<file path="config.mk">
export PLATFORM = sky130hd
export DESIGN_NAME = bmpq_ctrl
export DESIGN_NICKNAME = d
export VERILOG_FILES = /design/src/bmpq_pkg.sv /design/src/bmpq_ctrl.sv
export SDC_FILE = /design/constraint.sdc
export NUM_CORES = 1
export LEC_CHECK = 0
export BUFFER_PORTS_ARGS = -buffer_cell sky130_fd_sc_hd__buf_4
export CAP_MARGIN = 20
export CORE_ASPECT_RATIO = 2
export CORE_UTILIZATION = 45
export DETAILED_ROUTE_END_ITERATION = 16
export PLACE_DENSITY = 0.75
export SYNTH_ARGS = -nofsm -noshare
export SYNTH_HDL_FRONTEND = slang
export SYNTH_SLANG_ARGS = --single-unit
</file>
<file path="constraint.sdc">
create_clock -name clk -period 5.2 [get_ports clk]
set_input_delay 0.52 -clock clk [delete_from_list [all_inputs] [get_ports clk]]
set_output_delay 0.52 -clock clk [all_outputs]
set_load 0.02 [all_outputs]
</file>
<file path="src/bmpq_pkg.sv">
`timescale 1ns / 1ps

package bmpq_pkg;

	// Number of nodes and of buckets; node and key fields are ten bits wide.
	localparam int NODES = 1024;
	localparam int NW    = $clog2(NODES);
	localparam int LW    = NW + 1;
	localparam logic [LW-1:0] NIL = LW'(NODES);

	localparam int ACT_W  = 3;
	localparam int IN_W   = 24;
	localparam int OUT_W  = 64;

	// Action codes.
	localparam logic [ACT_W-1:0] ACT_INSERT = 3'd0;
	localparam logic [ACT_W-1:0] ACT_REMOVE = 3'd1;
	localparam logic [ACT_W-1:0] ACT_CHANGE = 3'd2;
	localparam logic [ACT_W-1:0] ACT_POP    = 3'd3;
	localparam logic [ACT_W-1:0] ACT_QUERY  = 3'd4;

	// One node entry: key, list links and presence flag.
	typedef struct packed {
		logic [NW-1:0] key;
		logic [LW-1:0] prev;
		logic [LW-1:0] next;
		logic          present;
	} node_ent_t;

	typedef struct packed {
		logic          en;
		logic [NW-1:0] addr;
	} mem_rd_t;

	typedef struct packed {
		logic          we_key;
		logic          we_prev;
		logic          we_next;
		logic          we_pres;
		logic [NW-1:0] addr;
		node_ent_t     data;
	} node_wr_t;

	// One bucket entry: list head and node count.
	typedef struct packed {
		logic [LW-1:0] head;
		logic [LW-1:0] cnt;
	} bkt_ent_t;

	typedef struct packed {
		logic          we_head;
		logic          we_cnt;
		logic [NW-1:0] addr;
		bkt_ent_t      data;
	} bkt_wr_t;

endpackage

</file>
<file path="src/bmpq_ctrl.sv">
`timescale 1ns / 1ps

module bmpq_ctrl (
	input  logic                             clk,
	input  logic                             arst_n,
	input  logic                             s_tvalid,
	output logic                             s_tready,
	input  logic [bmpq_pkg::IN_W-1:0]        s_tdata,
	output logic                             m_tvalid,
	input  logic                             m_tready,
	output logic [bmpq_pkg::OUT_W-1:0]       m_tdata,
	output bmpq_pkg::mem_rd_t                node_rd,
	output bmpq_pkg::node_wr_t               node_wr,
	input  bmpq_pkg::node_ent_t              node_rdata,
	output bmpq_pkg::mem_rd_t                bkt_rd,
	output bmpq_pkg::bkt_wr_t                bkt_wr,
	input  bmpq_pkg::bkt_ent_t               bkt_rdata
);

	localparam int NW = bmpq_pkg::NW;
	localparam int LW = bmpq_pkg::LW;

	typedef enum logic [14:0] {
		ST_CLR  = 15'b000000000000001,
		ST_IDLE = 15'b000000000000010,
		ST_NCHK = 15'b000000000000100,
		ST_U2   = 15'b000000000001000,
		ST_U3   = 15'b000000000010000,
		ST_SRD  = 15'b000000000100000,
		ST_SCK  = 15'b000000001000000,
		ST_L0   = 15'b000000010000000,
		ST_L1   = 15'b000000100000000,
		ST_L2   = 15'b000001000000000,
		ST_PHD  = 15'b000010000000000,
		ST_FIN0 = 15'b000100000000000,
		ST_FIN1 = 15'b001000000000000,
		ST_FIN2 = 15'b010000000000000,
		ST_FOUT = 15'b100000000000000
	} state_t;

	state_t state_q;

	logic [bmpq_pkg::ACT_W-1:0] op_q;
	logic [NW-1:0] n_q, kin_q, uk_q, rnode_q, rkey_q, qkey_q, tnode_q, tkey_q;
	logic [LW-1:0] p_q, x_q, h_q, b_q, total_q, low_q;
	logic          status_q, tval_q, cnt0_q, ovalid_q;
	logic [bmpq_pkg::OUT_W-1:0] out_q;

	logic [bmpq_pkg::ACT_W-1:0] in_act;
	logic [NW-1:0] in_node, in_key;
	logic          n_ok, k_ok, q_nonempty;
	logic [LW-1:0] newcnt;

	assign in_act  = s_tdata[2:0];
	assign in_node = s_tdata[12:3];
	assign in_key  = s_tdata[22:13];
	assign n_ok    = {1'b0, in_node} < bmpq_pkg::NIL;
	assign k_ok    = {1'b0, in_key} < bmpq_pkg::NIL;
	assign q_nonempty = (total_q != '0) && (low_q != bmpq_pkg::NIL);
	assign newcnt  = (bkt_rdata.cnt != '0) ? bkt_rdata.cnt - LW'(1) : '0;

	assign s_tready = (state_q == ST_IDLE);
	assign m_tvalid = ovalid_q;
	assign m_tdata  = out_q;

	// Memory requests issued by each state.
	always_comb begin
		node_rd = '0;
		node_wr = '0;
		bkt_rd  = '0;
		bkt_wr  = '0;
		case (state_q)
			ST_CLR: begin
				node_wr.we_key  = 1'b1;
				node_wr.we_prev = 1'b1;
				node_wr.we_next = 1'b1;
				node_wr.we_pres = 1'b1;
				node_wr.addr    = b_q[NW-1:0];
				node_wr.data.prev = bmpq_pkg::NIL;
				node_wr.data.next = bmpq_pkg::NIL;
				bkt_wr.we_head  = 1'b1;
				bkt_wr.we_cnt   = 1'b1;
				bkt_wr.addr     = b_q[NW-1:0];
				bkt_wr.data.head = bmpq_pkg::NIL;
			end
			ST_IDLE: begin
				if (s_tvalid) begin
					if (in_act == bmpq_pkg::ACT_POP) begin
						bkt_rd.en   = q_nonempty;
						bkt_rd.addr = low_q[NW-1:0];
					end else begin
						node_rd.en   = n_ok;
						node_rd.addr = in_node;
					end
				end
			end
			ST_NCHK: begin
				if (node_rdata.present && op_q != bmpq_pkg::ACT_INSERT &&
						op_q != bmpq_pkg::ACT_QUERY) begin
					node_wr.we_prev = 1'b1;
					node_wr.we_next = 1'b1;
					node_wr.we_pres = 1'b1;
					node_wr.addr    = n_q;
					node_wr.data.prev = bmpq_pkg::NIL;
					node_wr.data.next = bmpq_pkg::NIL;
					bkt_rd.en   = 1'b1;
					bkt_rd.addr = node_rdata.key;
				end
			end
			ST_U2: begin
				node_wr.we_next   = (p_q != bmpq_pkg::NIL);
				node_wr.addr      = p_q[NW-1:0];
				node_wr.data.next = x_q;
				bkt_wr.we_head    = (p_q == bmpq_pkg::NIL);
				bkt_wr.we_cnt     = 1'b1;
				bkt_wr.addr       = uk_q;
				bkt_wr.data.head  = x_q;
				bkt_wr.data.cnt   = newcnt;
			end
			ST_U3: begin
				node_wr.we_prev   = (x_q != bmpq_pkg::NIL);
				node_wr.addr      = x_q[NW-1:0];
				node_wr.data.prev = p_q;
			end
			ST_SRD: begin
				bkt_rd.en   = (b_q != bmpq_pkg::NIL);
				bkt_rd.addr = b_q[NW-1:0];
			end
			ST_L0: begin
				bkt_rd.en   = 1'b1;
				bkt_rd.addr = kin_q;
			end
			ST_L1: begin
				node_wr.we_key  = 1'b1;
				node_wr.we_prev = 1'b1;
				node_wr.we_next = 1'b1;
				node_wr.we_pres = 1'b1;
				node_wr.addr    = n_q;
				node_wr.data.key     = kin_q;
				node_wr.data.prev    = bmpq_pkg::NIL;
				node_wr.data.next    = bkt_rdata.head;
				node_wr.data.present = 1'b1;
				bkt_wr.we_head   = 1'b1;
				bkt_wr.we_cnt    = 1'b1;
				bkt_wr.addr      = kin_q;
				bkt_wr.data.head = {1'b0, n_q};
				bkt_wr.data.cnt  = bkt_rdata.cnt + LW'(1);
			end
			ST_L2: begin
				node_wr.we_prev   = 1'b1;
				node_wr.addr      = h_q[NW-1:0];
				node_wr.data.prev = {1'b0, n_q};
			end
			ST_PHD: begin
				node_rd.en   = (bkt_rdata.head != bmpq_pkg::NIL);
				node_rd.addr = bkt_rdata.head[NW-1:0];
			end
			ST_FIN0: begin
				bkt_rd.en   = q_nonempty;
				bkt_rd.addr = low_q[NW-1:0];
			end
			ST_FIN1: begin
				node_rd.en   = (bkt_rdata.head != bmpq_pkg::NIL);
				node_rd.addr = bkt_rdata.head[NW-1:0];
			end
			default: begin
			end
		endcase
	end

	// Sequencer and bookkeeping registers.
	always_ff @(posedge clk or negedge arst_n) begin
		if (!arst_n) begin
			state_q  <= ST_CLR;
			b_q      <= '0;
			total_q  <= '0;
			low_q    <= bmpq_pkg::NIL;
			ovalid_q <= 1'b0;
		end else begin
			if (ovalid_q && m_tready && state_q != ST_FOUT) begin
				ovalid_q <= 1'b0;
			end
			case (state_q)
				ST_CLR: begin
					b_q <= b_q + LW'(1);
					if (b_q == LW'(bmpq_pkg::NODES - 1)) begin
						state_q <= ST_IDLE;
					end
				end
				ST_IDLE: begin
					if (s_tvalid) begin
						op_q     <= in_act;
						n_q      <= in_node;
						kin_q    <= in_key;
						status_q <= 1'b0;
						rnode_q  <= '0;
						rkey_q   <= '0;
						qkey_q   <= '0;
						case (in_act)
							bmpq_pkg::ACT_INSERT, bmpq_pkg::ACT_CHANGE: begin
								if (n_ok && k_ok) begin
									state_q <= ST_NCHK;
								end else begin
									status_q <= 1'b1;
									state_q  <= ST_FIN0;
								end
							end
							bmpq_pkg::ACT_REMOVE, bmpq_pkg::ACT_QUERY: begin
								if (n_ok) begin
									state_q <= ST_NCHK;
								end else begin
									status_q <= 1'b1;
									state_q  <= ST_FIN0;
								end
							end
							bmpq_pkg::ACT_POP: begin
								if (q_nonempty) begin
									state_q <= ST_PHD;
								end else begin
									status_q <= 1'b1;
									state_q  <= ST_FIN0;
								end
							end
							default: begin
								status_q <= 1'b1;
								state_q  <= ST_FIN0;
							end
						endcase
					end
				end
				ST_PHD: begin
					if (bkt_rdata.head == bmpq_pkg::NIL) begin
						status_q <= 1'b1;
						state_q  <= ST_FIN0;
					end else begin
						rnode_q <= bkt_rdata.head[NW-1:0];
						n_q     <= bkt_rdata.head[NW-1:0];
						state_q <= ST_NCHK;
					end
				end
				ST_NCHK: begin
					// Node entry is back: check presence and, for remove, change and pop, start the unlink.
					uk_q <= node_rdata.key;
					p_q  <= node_rdata.prev;
					x_q  <= node_rdata.next;
					case (op_q)
						bmpq_pkg::ACT_INSERT: begin
							if (node_rdata.present) begin
								status_q <= 1'b1;
								state_q  <= ST_FIN0;
							end else begin
								state_q <= ST_L0;
							end
						end
						bmpq_pkg::ACT_QUERY: begin
							qkey_q  <= node_rdata.key;
							state_q <= ST_FIN0;
						end
						bmpq_pkg::ACT_POP: begin
							rkey_q  <= node_rdata.key;
							state_q <= ST_U2;
						end
						bmpq_pkg::ACT_REMOVE: begin
							if (node_rdata.present) begin
								state_q <= ST_U2;
							end else begin
								status_q <= 1'b1;
								state_q  <= ST_FIN0;
							end
						end
						default: begin
							state_q <= node_rdata.present ? ST_U2 : ST_FIN0;
						end
					endcase
				end
				ST_U2: begin
					if (total_q != '0) begin
						total_q <= total_q - LW'(1);
					end
					cnt0_q  <= (newcnt == '0);
					state_q <= ST_U3;
				end
				ST_U3: begin
					// Keep the lowest bucket right; scan upward if it emptied.
					if (total_q == '0) begin
						low_q   <= bmpq_pkg::NIL;
						state_q <= (op_q == bmpq_pkg::ACT_CHANGE) ? ST_L0 : ST_FIN0;
					end else if ({1'b0, uk_q} == low_q && cnt0_q) begin
						b_q     <= {1'b0, uk_q} + LW'(1);
						state_q <= ST_SRD;
					end else begin
						state_q <= (op_q == bmpq_pkg::ACT_CHANGE) ? ST_L0 : ST_FIN0;
					end
				end
				ST_SRD: begin
					if (b_q == bmpq_pkg::NIL) begin
						low_q   <= bmpq_pkg::NIL;
						state_q <= (op_q == bmpq_pkg::ACT_CHANGE) ? ST_L0 : ST_FIN0;
					end else begin
						state_q <= ST_SCK;
					end
				end
				ST_SCK: begin
					if (bkt_rdata.cnt != '0) begin
						low_q   <= b_q;
						state_q <= (op_q == bmpq_pkg::ACT_CHANGE) ? ST_L0 : ST_FIN0;
					end else begin
						b_q     <= b_q + LW'(1);
						state_q <= ST_SRD;
					end
				end
				ST_L0: begin
					state_q <= ST_L1;
				end
				ST_L1: begin
					h_q     <= bkt_rdata.head;
					total_q <= total_q + LW'(1);
					if ({1'b0, kin_q} < low_q) begin
						low_q <= {1'b0, kin_q};
					end
					state_q <= (bkt_rdata.head != bmpq_pkg::NIL) ? ST_L2 : ST_FIN0;
				end
				ST_L2: begin
					state_q <= ST_FIN0;
				end
				ST_FIN0: begin
					tval_q  <= 1'b0;
					tnode_q <= '0;
					tkey_q  <= '0;
					state_q <= q_nonempty ? ST_FIN1 : ST_FOUT;
				end
				ST_FIN1: begin
					if (bkt_rdata.head != bmpq_pkg::NIL) begin
						tval_q  <= 1'b1;
						tnode_q <= bkt_rdata.head[NW-1:0];
						state_q <= ST_FIN2;
					end else begin
						state_q <= ST_FOUT;
					end
				end
				ST_FIN2: begin
					tkey_q  <= node_rdata.key;
					state_q <= ST_FOUT;
				end
				ST_FOUT: begin
					// Load the result beat once the output register is free.
					if (!ovalid_q || m_tready) begin
						out_q    <= {1'b0, total_q, tkey_q, tnode_q, tval_q,
								qkey_q, rkey_q, rnode_q, status_q};
						ovalid_q <= 1'b1;
						state_q  <= ST_IDLE;
					end
				end
				default: begin
					state_q <= ST_IDLE;
				end
			endcase
		end
	end

	// The node count never exceeds the number of nodes.
	a_total_range: assert property (@(posedge clk) disable iff (!arst_n)
		total_q <= LW'(bmpq_pkg::NODES))
		else $error("node count out of range");

	// Between items, an empty queue and an empty lowest-bucket marker go together.
	a_low_consistent: assert property (@(posedge clk) disable iff (!arst_n)
		(state_q == ST_IDLE) |-> ((total_q == '0) == (low_q == bmpq_pkg::NIL)))
		else $error("lowest bucket disagrees with node count");

	// An accepted beat always starts work.
	a_accept_busy: assert property (@(posedge clk) disable iff (!arst_n)
		(s_tvalid && s_tready) |=> (state_q != ST_IDLE))
		else $error("accepted beat not processed");

endmodule

</file>
==> impl_metrics.prom <==
# TYPE chip_impl_metric gauge
chip_impl_metric{name="p_per_area",unit="mW/mm^2"} 369
chip_impl_info{name="worst_setup_path_start_kind",value="register"} 1
chip_impl_metric{name="vias",unit=""} 8890
chip_impl_metric{name="wire_per_inst",unit="microns"} 22.1
chip_impl_metric{name="synth_seq_cells",unit=""} 230
chip_impl_metric{name="ys.warnings.count",unit=""} 0
chip_impl_info{name="timing.critical_path.cells",value="or4_4 -> nor4_1 -> nand4bb_1 -> buf_4 -> inv_1 -> nand2_1 -> o22a_1 -> a21oi_1 -> buf_4"} 1
chip_impl_metric{name="boundaryPins",unit=""} 252
chip_impl_metric{name="clock_skew",unit="ns"} 0.0148
chip_impl_metric{name="grt_usage",unit="%"} 25.8
chip_impl_info{name="tritoncts",value="yes"} 1
chip_impl_metric{name="number_of_slew_limit_violations_in_the_final_report",unit=""} 0
chip_impl_metric{name="fin_cells",unit=""} 1521
chip_impl_metric{name="nets",unit=""} 1280
chip_impl_metric{name="timing.slew.headroom",unit="%"} 29.1
chip_impl_metric{name="fin_crit_share",unit="%"} 88.5
chip_impl_metric{name="max_freq",unit="MHz"} 217
chip_impl_metric{name="grt_first_pass_wirelength",unit="mm"} 49.4
chip_impl_metric{name="post_synth_num_cell_types",unit=""} 72
chip_impl_metric{name="detail_route.vias_per_cell",unit=""} 5.84
chip_impl_info{name="status",value="finished clean"} 1
chip_impl_metric{name="floorplan.die.height",unit="microns"} 226
chip_impl_info{name="setup_repair_after_global_routing_missed_its_margin",value="false"} 1
chip_impl_metric{name="syn-instance-count",unit=""} 944
chip_impl_metric{name="cp_num_buf_inv",unit=""} 3
chip_impl_metric{name="synthesis.nets",unit=""} 1049
chip_impl_metric{name="clock-sinks",unit=""} 230
chip_impl_metric{name="setup-violations-final",unit=""} 0
chip_impl_metric{name="antenna_found_initial",unit=""} 0
chip_impl_metric{name="cts.reportedPaths.clkPinSlew",unit="ns"} 0.07
chip_impl_metric{name="cts_max_path_buffers",unit=""} 3
chip_impl_metric{name="cellLeakagePower",unit="nW"} 5.93
chip_impl_metric{name="timing.critical_path.required",unit="ns"} 4.68
chip_impl_info{name="worst_setup_path_end_kind",value="output port"} 1
chip_impl_metric{name="die_width",unit="microns"} 114
chip_impl_metric{name="combinational_share_of_power",unit="%"} 23.1
chip_impl_metric{name="design.core.area",unit="sq mm"} 0.0245
chip_impl_metric{name="mean_area_per_synthesized_cell",unit="sq um"} 12.0
chip_impl_metric{name="floorplan.die_area",unit="sq mm"} 0.0258
chip_impl_info{name="cts-root-buf",value="clkbuf_16"} 1
chip_impl_metric{name="worstSkewPairLatency",unit="ns"} 0.52
chip_impl_metric{name="vdd_drop_max",unit="mV"} 0.283
chip_impl_info{name="path_class",value="reg2out"} 1
chip_impl_metric{name="power.net_switching",unit="mW"} 1.59
chip_impl_metric{name="internal_power",unit="mW"} 3.65
chip_impl_info{name="worst_hold_path_type",value="in2reg"} 1
chip_impl_info{name="synth-main-ff-cell",value="edfxtp_1"} 1
chip_impl_info{name="path_delay_family",value="simple AND/OR/NAND/NOR gates"} 1
chip_impl_metric{name="drv.max_cap_violation_count",unit=""} 0
chip_impl_metric{name="drt_iter0_markers",unit=""} 672
chip_impl_metric{name="data_arrival_time_at_the_worst_slack_endpoint",unit="ns"} 4.08
chip_impl_metric{name="detail_route.drc_violations",unit=""} 0
chip_impl_metric{name="critPathMaxStageDelay",unit="ns"} 0.59
chip_impl_metric{name="initial_core_util",unit="%"} 46.1
chip_impl_info{name="library_cell_appearing_most_often_on_the_critical_path",value="buf_4"} 1
chip_impl_metric{name="synthToLayoutAreaGrowth",unit="%"} 25.7
chip_impl_metric{name="drt_first_pass_iters",unit=""} 7
chip_impl_metric{name="grt_max_degree",unit=""} 43
chip_impl_metric{name="antenna_left",unit=""} 0
chip_impl_metric{name="async_flop_share",unit="%"} 21.3
chip_impl_metric{name="place.port_buffers",unit=""} 249
chip_impl_info{name="worst_path_max_delay_cell",value="nor4_1"} 1
chip_impl_metric{name="hpwl",unit="mm"} 24.9
chip_impl_metric{name="drive_above_1_share",unit="%"} 28.4
chip_impl_metric{name="totalPowerFinal",unit="mW"} 5.23
chip_impl_metric{name="detail_route.wirelength",unit="mm"} 33.6
chip_impl_metric{name="clock_network_fraction_of_total_power",unit="%"} 30.5
chip_impl_metric{name="synth.cell_area",unit="sq mm"} 0.0113
chip_impl_metric{name="hold_violations",unit=""} 0
chip_impl_metric{name="layout_min_cycle_time",unit="ns"} 4.60
chip_impl_metric{name="synth_edf_count",unit=""} 181
chip_impl_metric{name="n_antenna_cell",unit=""} 0
chip_impl_metric{name="grt_pass1_vias",unit=""} 8832
chip_impl_metric{name="yosysSeqAreaShare",unit="%"} 59.0
chip_impl_metric{name="cts-buffers-inserted",unit=""} 21
chip_impl_metric{name="timing_worst_slew_pin_value",unit="ns"} 1.06
chip_impl_metric{name="timing.setup.tns",unit="ns"} 0
chip_impl_metric{name="numPlacedInstances",unit=""} 1481
chip_impl_metric{name="std_cell_rows",unit=""} 81
chip_impl_metric{name="grt.overflow.total",unit=""} 0
chip_impl_metric{name="largest_fanout_of_any_net_on_the_critical_path",unit=""} 16
chip_impl_metric{name="total_setup_buffers_inserted_after_cts",unit=""} 0
chip_impl_metric{name="power.share.sequential",unit="%"} 46.4
chip_impl_metric{name="netSwitchingFraction",unit="%"} 30.3
chip_impl_metric{name="clock_tree.htree_level_count",unit=""} 1
chip_impl_metric{name="gp_routability_congestion",unit=""} 0.964
## worst paths after layout
path	start	endpoint	slack, ns	depth (start not counted)
max in group asynchronous	arst_n	b_q[1]$_DFFE_PN0P_	3.87	3
worst max register to register	state_q[4]$_DFFE_PN0P_	total_q[9]$_DFFE_PN0P_	1.12	11
worst min register to register	tnode_q[0]$_SDFFCE_PP0P_	m_tdata[32]$_DFFE_PP_	0.41	0
worst max-delay path	state_q[4]$_DFFE_PN0P_	bkt_wr[2]	0.60	9
worst min-delay path	s_tdata[15]	kin_q[2]$_DFFE_PP_	0.18	1
min in group asynchronous	arst_n	state_q[12]$_DFFE_PN0P_	0.48	2
## cells in the mapped netlist, types with 7 or more instances
cell type | number | area [sq um]
and2_1 | 57 | 357
buf_2 | 11 | 55.1
o21ai_0 | 36 | 180
a21oi_1 | 50 | 250
edfxtp_1 | 181 | 5440
a22oi_1 | 12 | 90.1
nand3_1 | 17 | 85.1
mux2_2 | 13 | 146
xnor2_1 | 24 | 210
nand2b_1 | 8 | 50.1
nor2_1 | 40 | 150
ha_1 | 21 | 263
a222oi_1 | 19 | 190
a22o_1 | 41 | 359
nand2_1 | 83 | 312
mux2i_1 | 12 | 120
dfrtp_1 | 47 | 1180
or3_1 | 10 | 62.6
a221o_1 | 12 | 120
inv_1 | 24 | 90.1
nor3_1 | 21 | 105
clkbuf_1 | 42 | 158
nor4_1 | 14 | 87.6
xor2_1 | 10 | 87.6
nand4_1 | 8 | 50.1
and3_1 | 18 | 113
or2_2 | 7 | 43.8
## power by group through the flow
stage                     registers (mW)  logic, mW  clock network (mW)
after floorplan                     2.42      0.740                   0
after global placement              2.46       1.19                   0
after detailed placement            2.46       1.21                   0
after CTS                           2.43       1.21                1.62
after global routing                2.45       1.31                1.68
final                               2.43       1.21                1.59
## area by class of cell
type / instances / area (sq um)
timing repair buffer: 269 / 2030
multi-input combinational: 629 / 4310
fill: 2088 / 10300
clock inverter: 12 / 155
tap: 332 / 415
inverter: 24 / 90.1
sequential: 230 / 6660
clock buffer: 25 / 541
## registers in the layout (all words and copies together) (netlist names)
signal and flops:
m_tdata 63, state_q 15, b_q 11, low_q 11, p_q 11, total_q 11, x_q 11, h_q 10
kin_q 10, n_q 10, qkey_q 10, rkey_q 10, rnode_q 10, tkey_q 10, tnode_q 10, uk_q 10
op_q 3, cnt0_q 1, m_tvalid 1, status_q 1, tval_q 1
## per-stage QoR
step	hold WS (ns)	area (sq um)	utilization, %	setup slack [ns]
6_report	0.179	14200	57.9	0.599
5_1_grt	0.167	14200	57.9	0.521
4_1_cts	0.162	14200	57.9	0.636
3_5_place_dp	0.388	13500	55.0	1.15
3_3_place_gp	0.389	13500	55.0	1.23
2_1_floorplan	0.224	11300	-	0.531
## cell usage in the layout, fill, tap and decap left out, types with 6 or more instances in the layout
cell type and count:
a221o_1 12, a22o_1 41, a21oi_1 50, inv_1 24, xnor2_1 24, dfrtp_1 47
nand4b_1 6, nor2_1 39, buf_4 266, nand2_1 83, or2_2 7, and2_1 57
edfxtp_1 181, nand3_1 17, nand4_1 8, and3_1 18, a31oi_1 6, o21ai_0 36
nand2b_1 8, a22oi_1 12, or3_1 10, ha_1 21, clkbuf_16 21, nor2b_1 6
xor2_1 10, nor4_1 14, nor3_1 21, mux2_2 13, a222oi_1 19, mux2i_1 12
## routing by layer
metal	routed length [microns]	global-route usage [%]	share of wire, %
met4	2280	17.7	6.8
met1	11000	25.9	33
met3	1880	3.46	5.6
met5	0	0	0
met2	18400	48.1	55
## what timing repair did
action,4_1_cts,5_1_grt
hold buffers,1,0
gates resized for setup,0,0
hold endpoints to repair,10,0
## cells by family (layout without fill, tap and decap cells)
kind of cell	count (synthesis)	count (layout)	share of synthesized area [%]
AO/OA/AOI/OAI	218	218	14.0
XOR/XNOR	34	34	2.64
adder cells (fa/ha/maj)	22	22	2.50
buffers and inverters	85	330	3.14
flip-flops	230	230	59.0
multiplexers	26	26	2.49
other	1	1	0.0332
AND/OR/NAND/NOR	328	328	16.2
(Power assumes the default switching activity.)
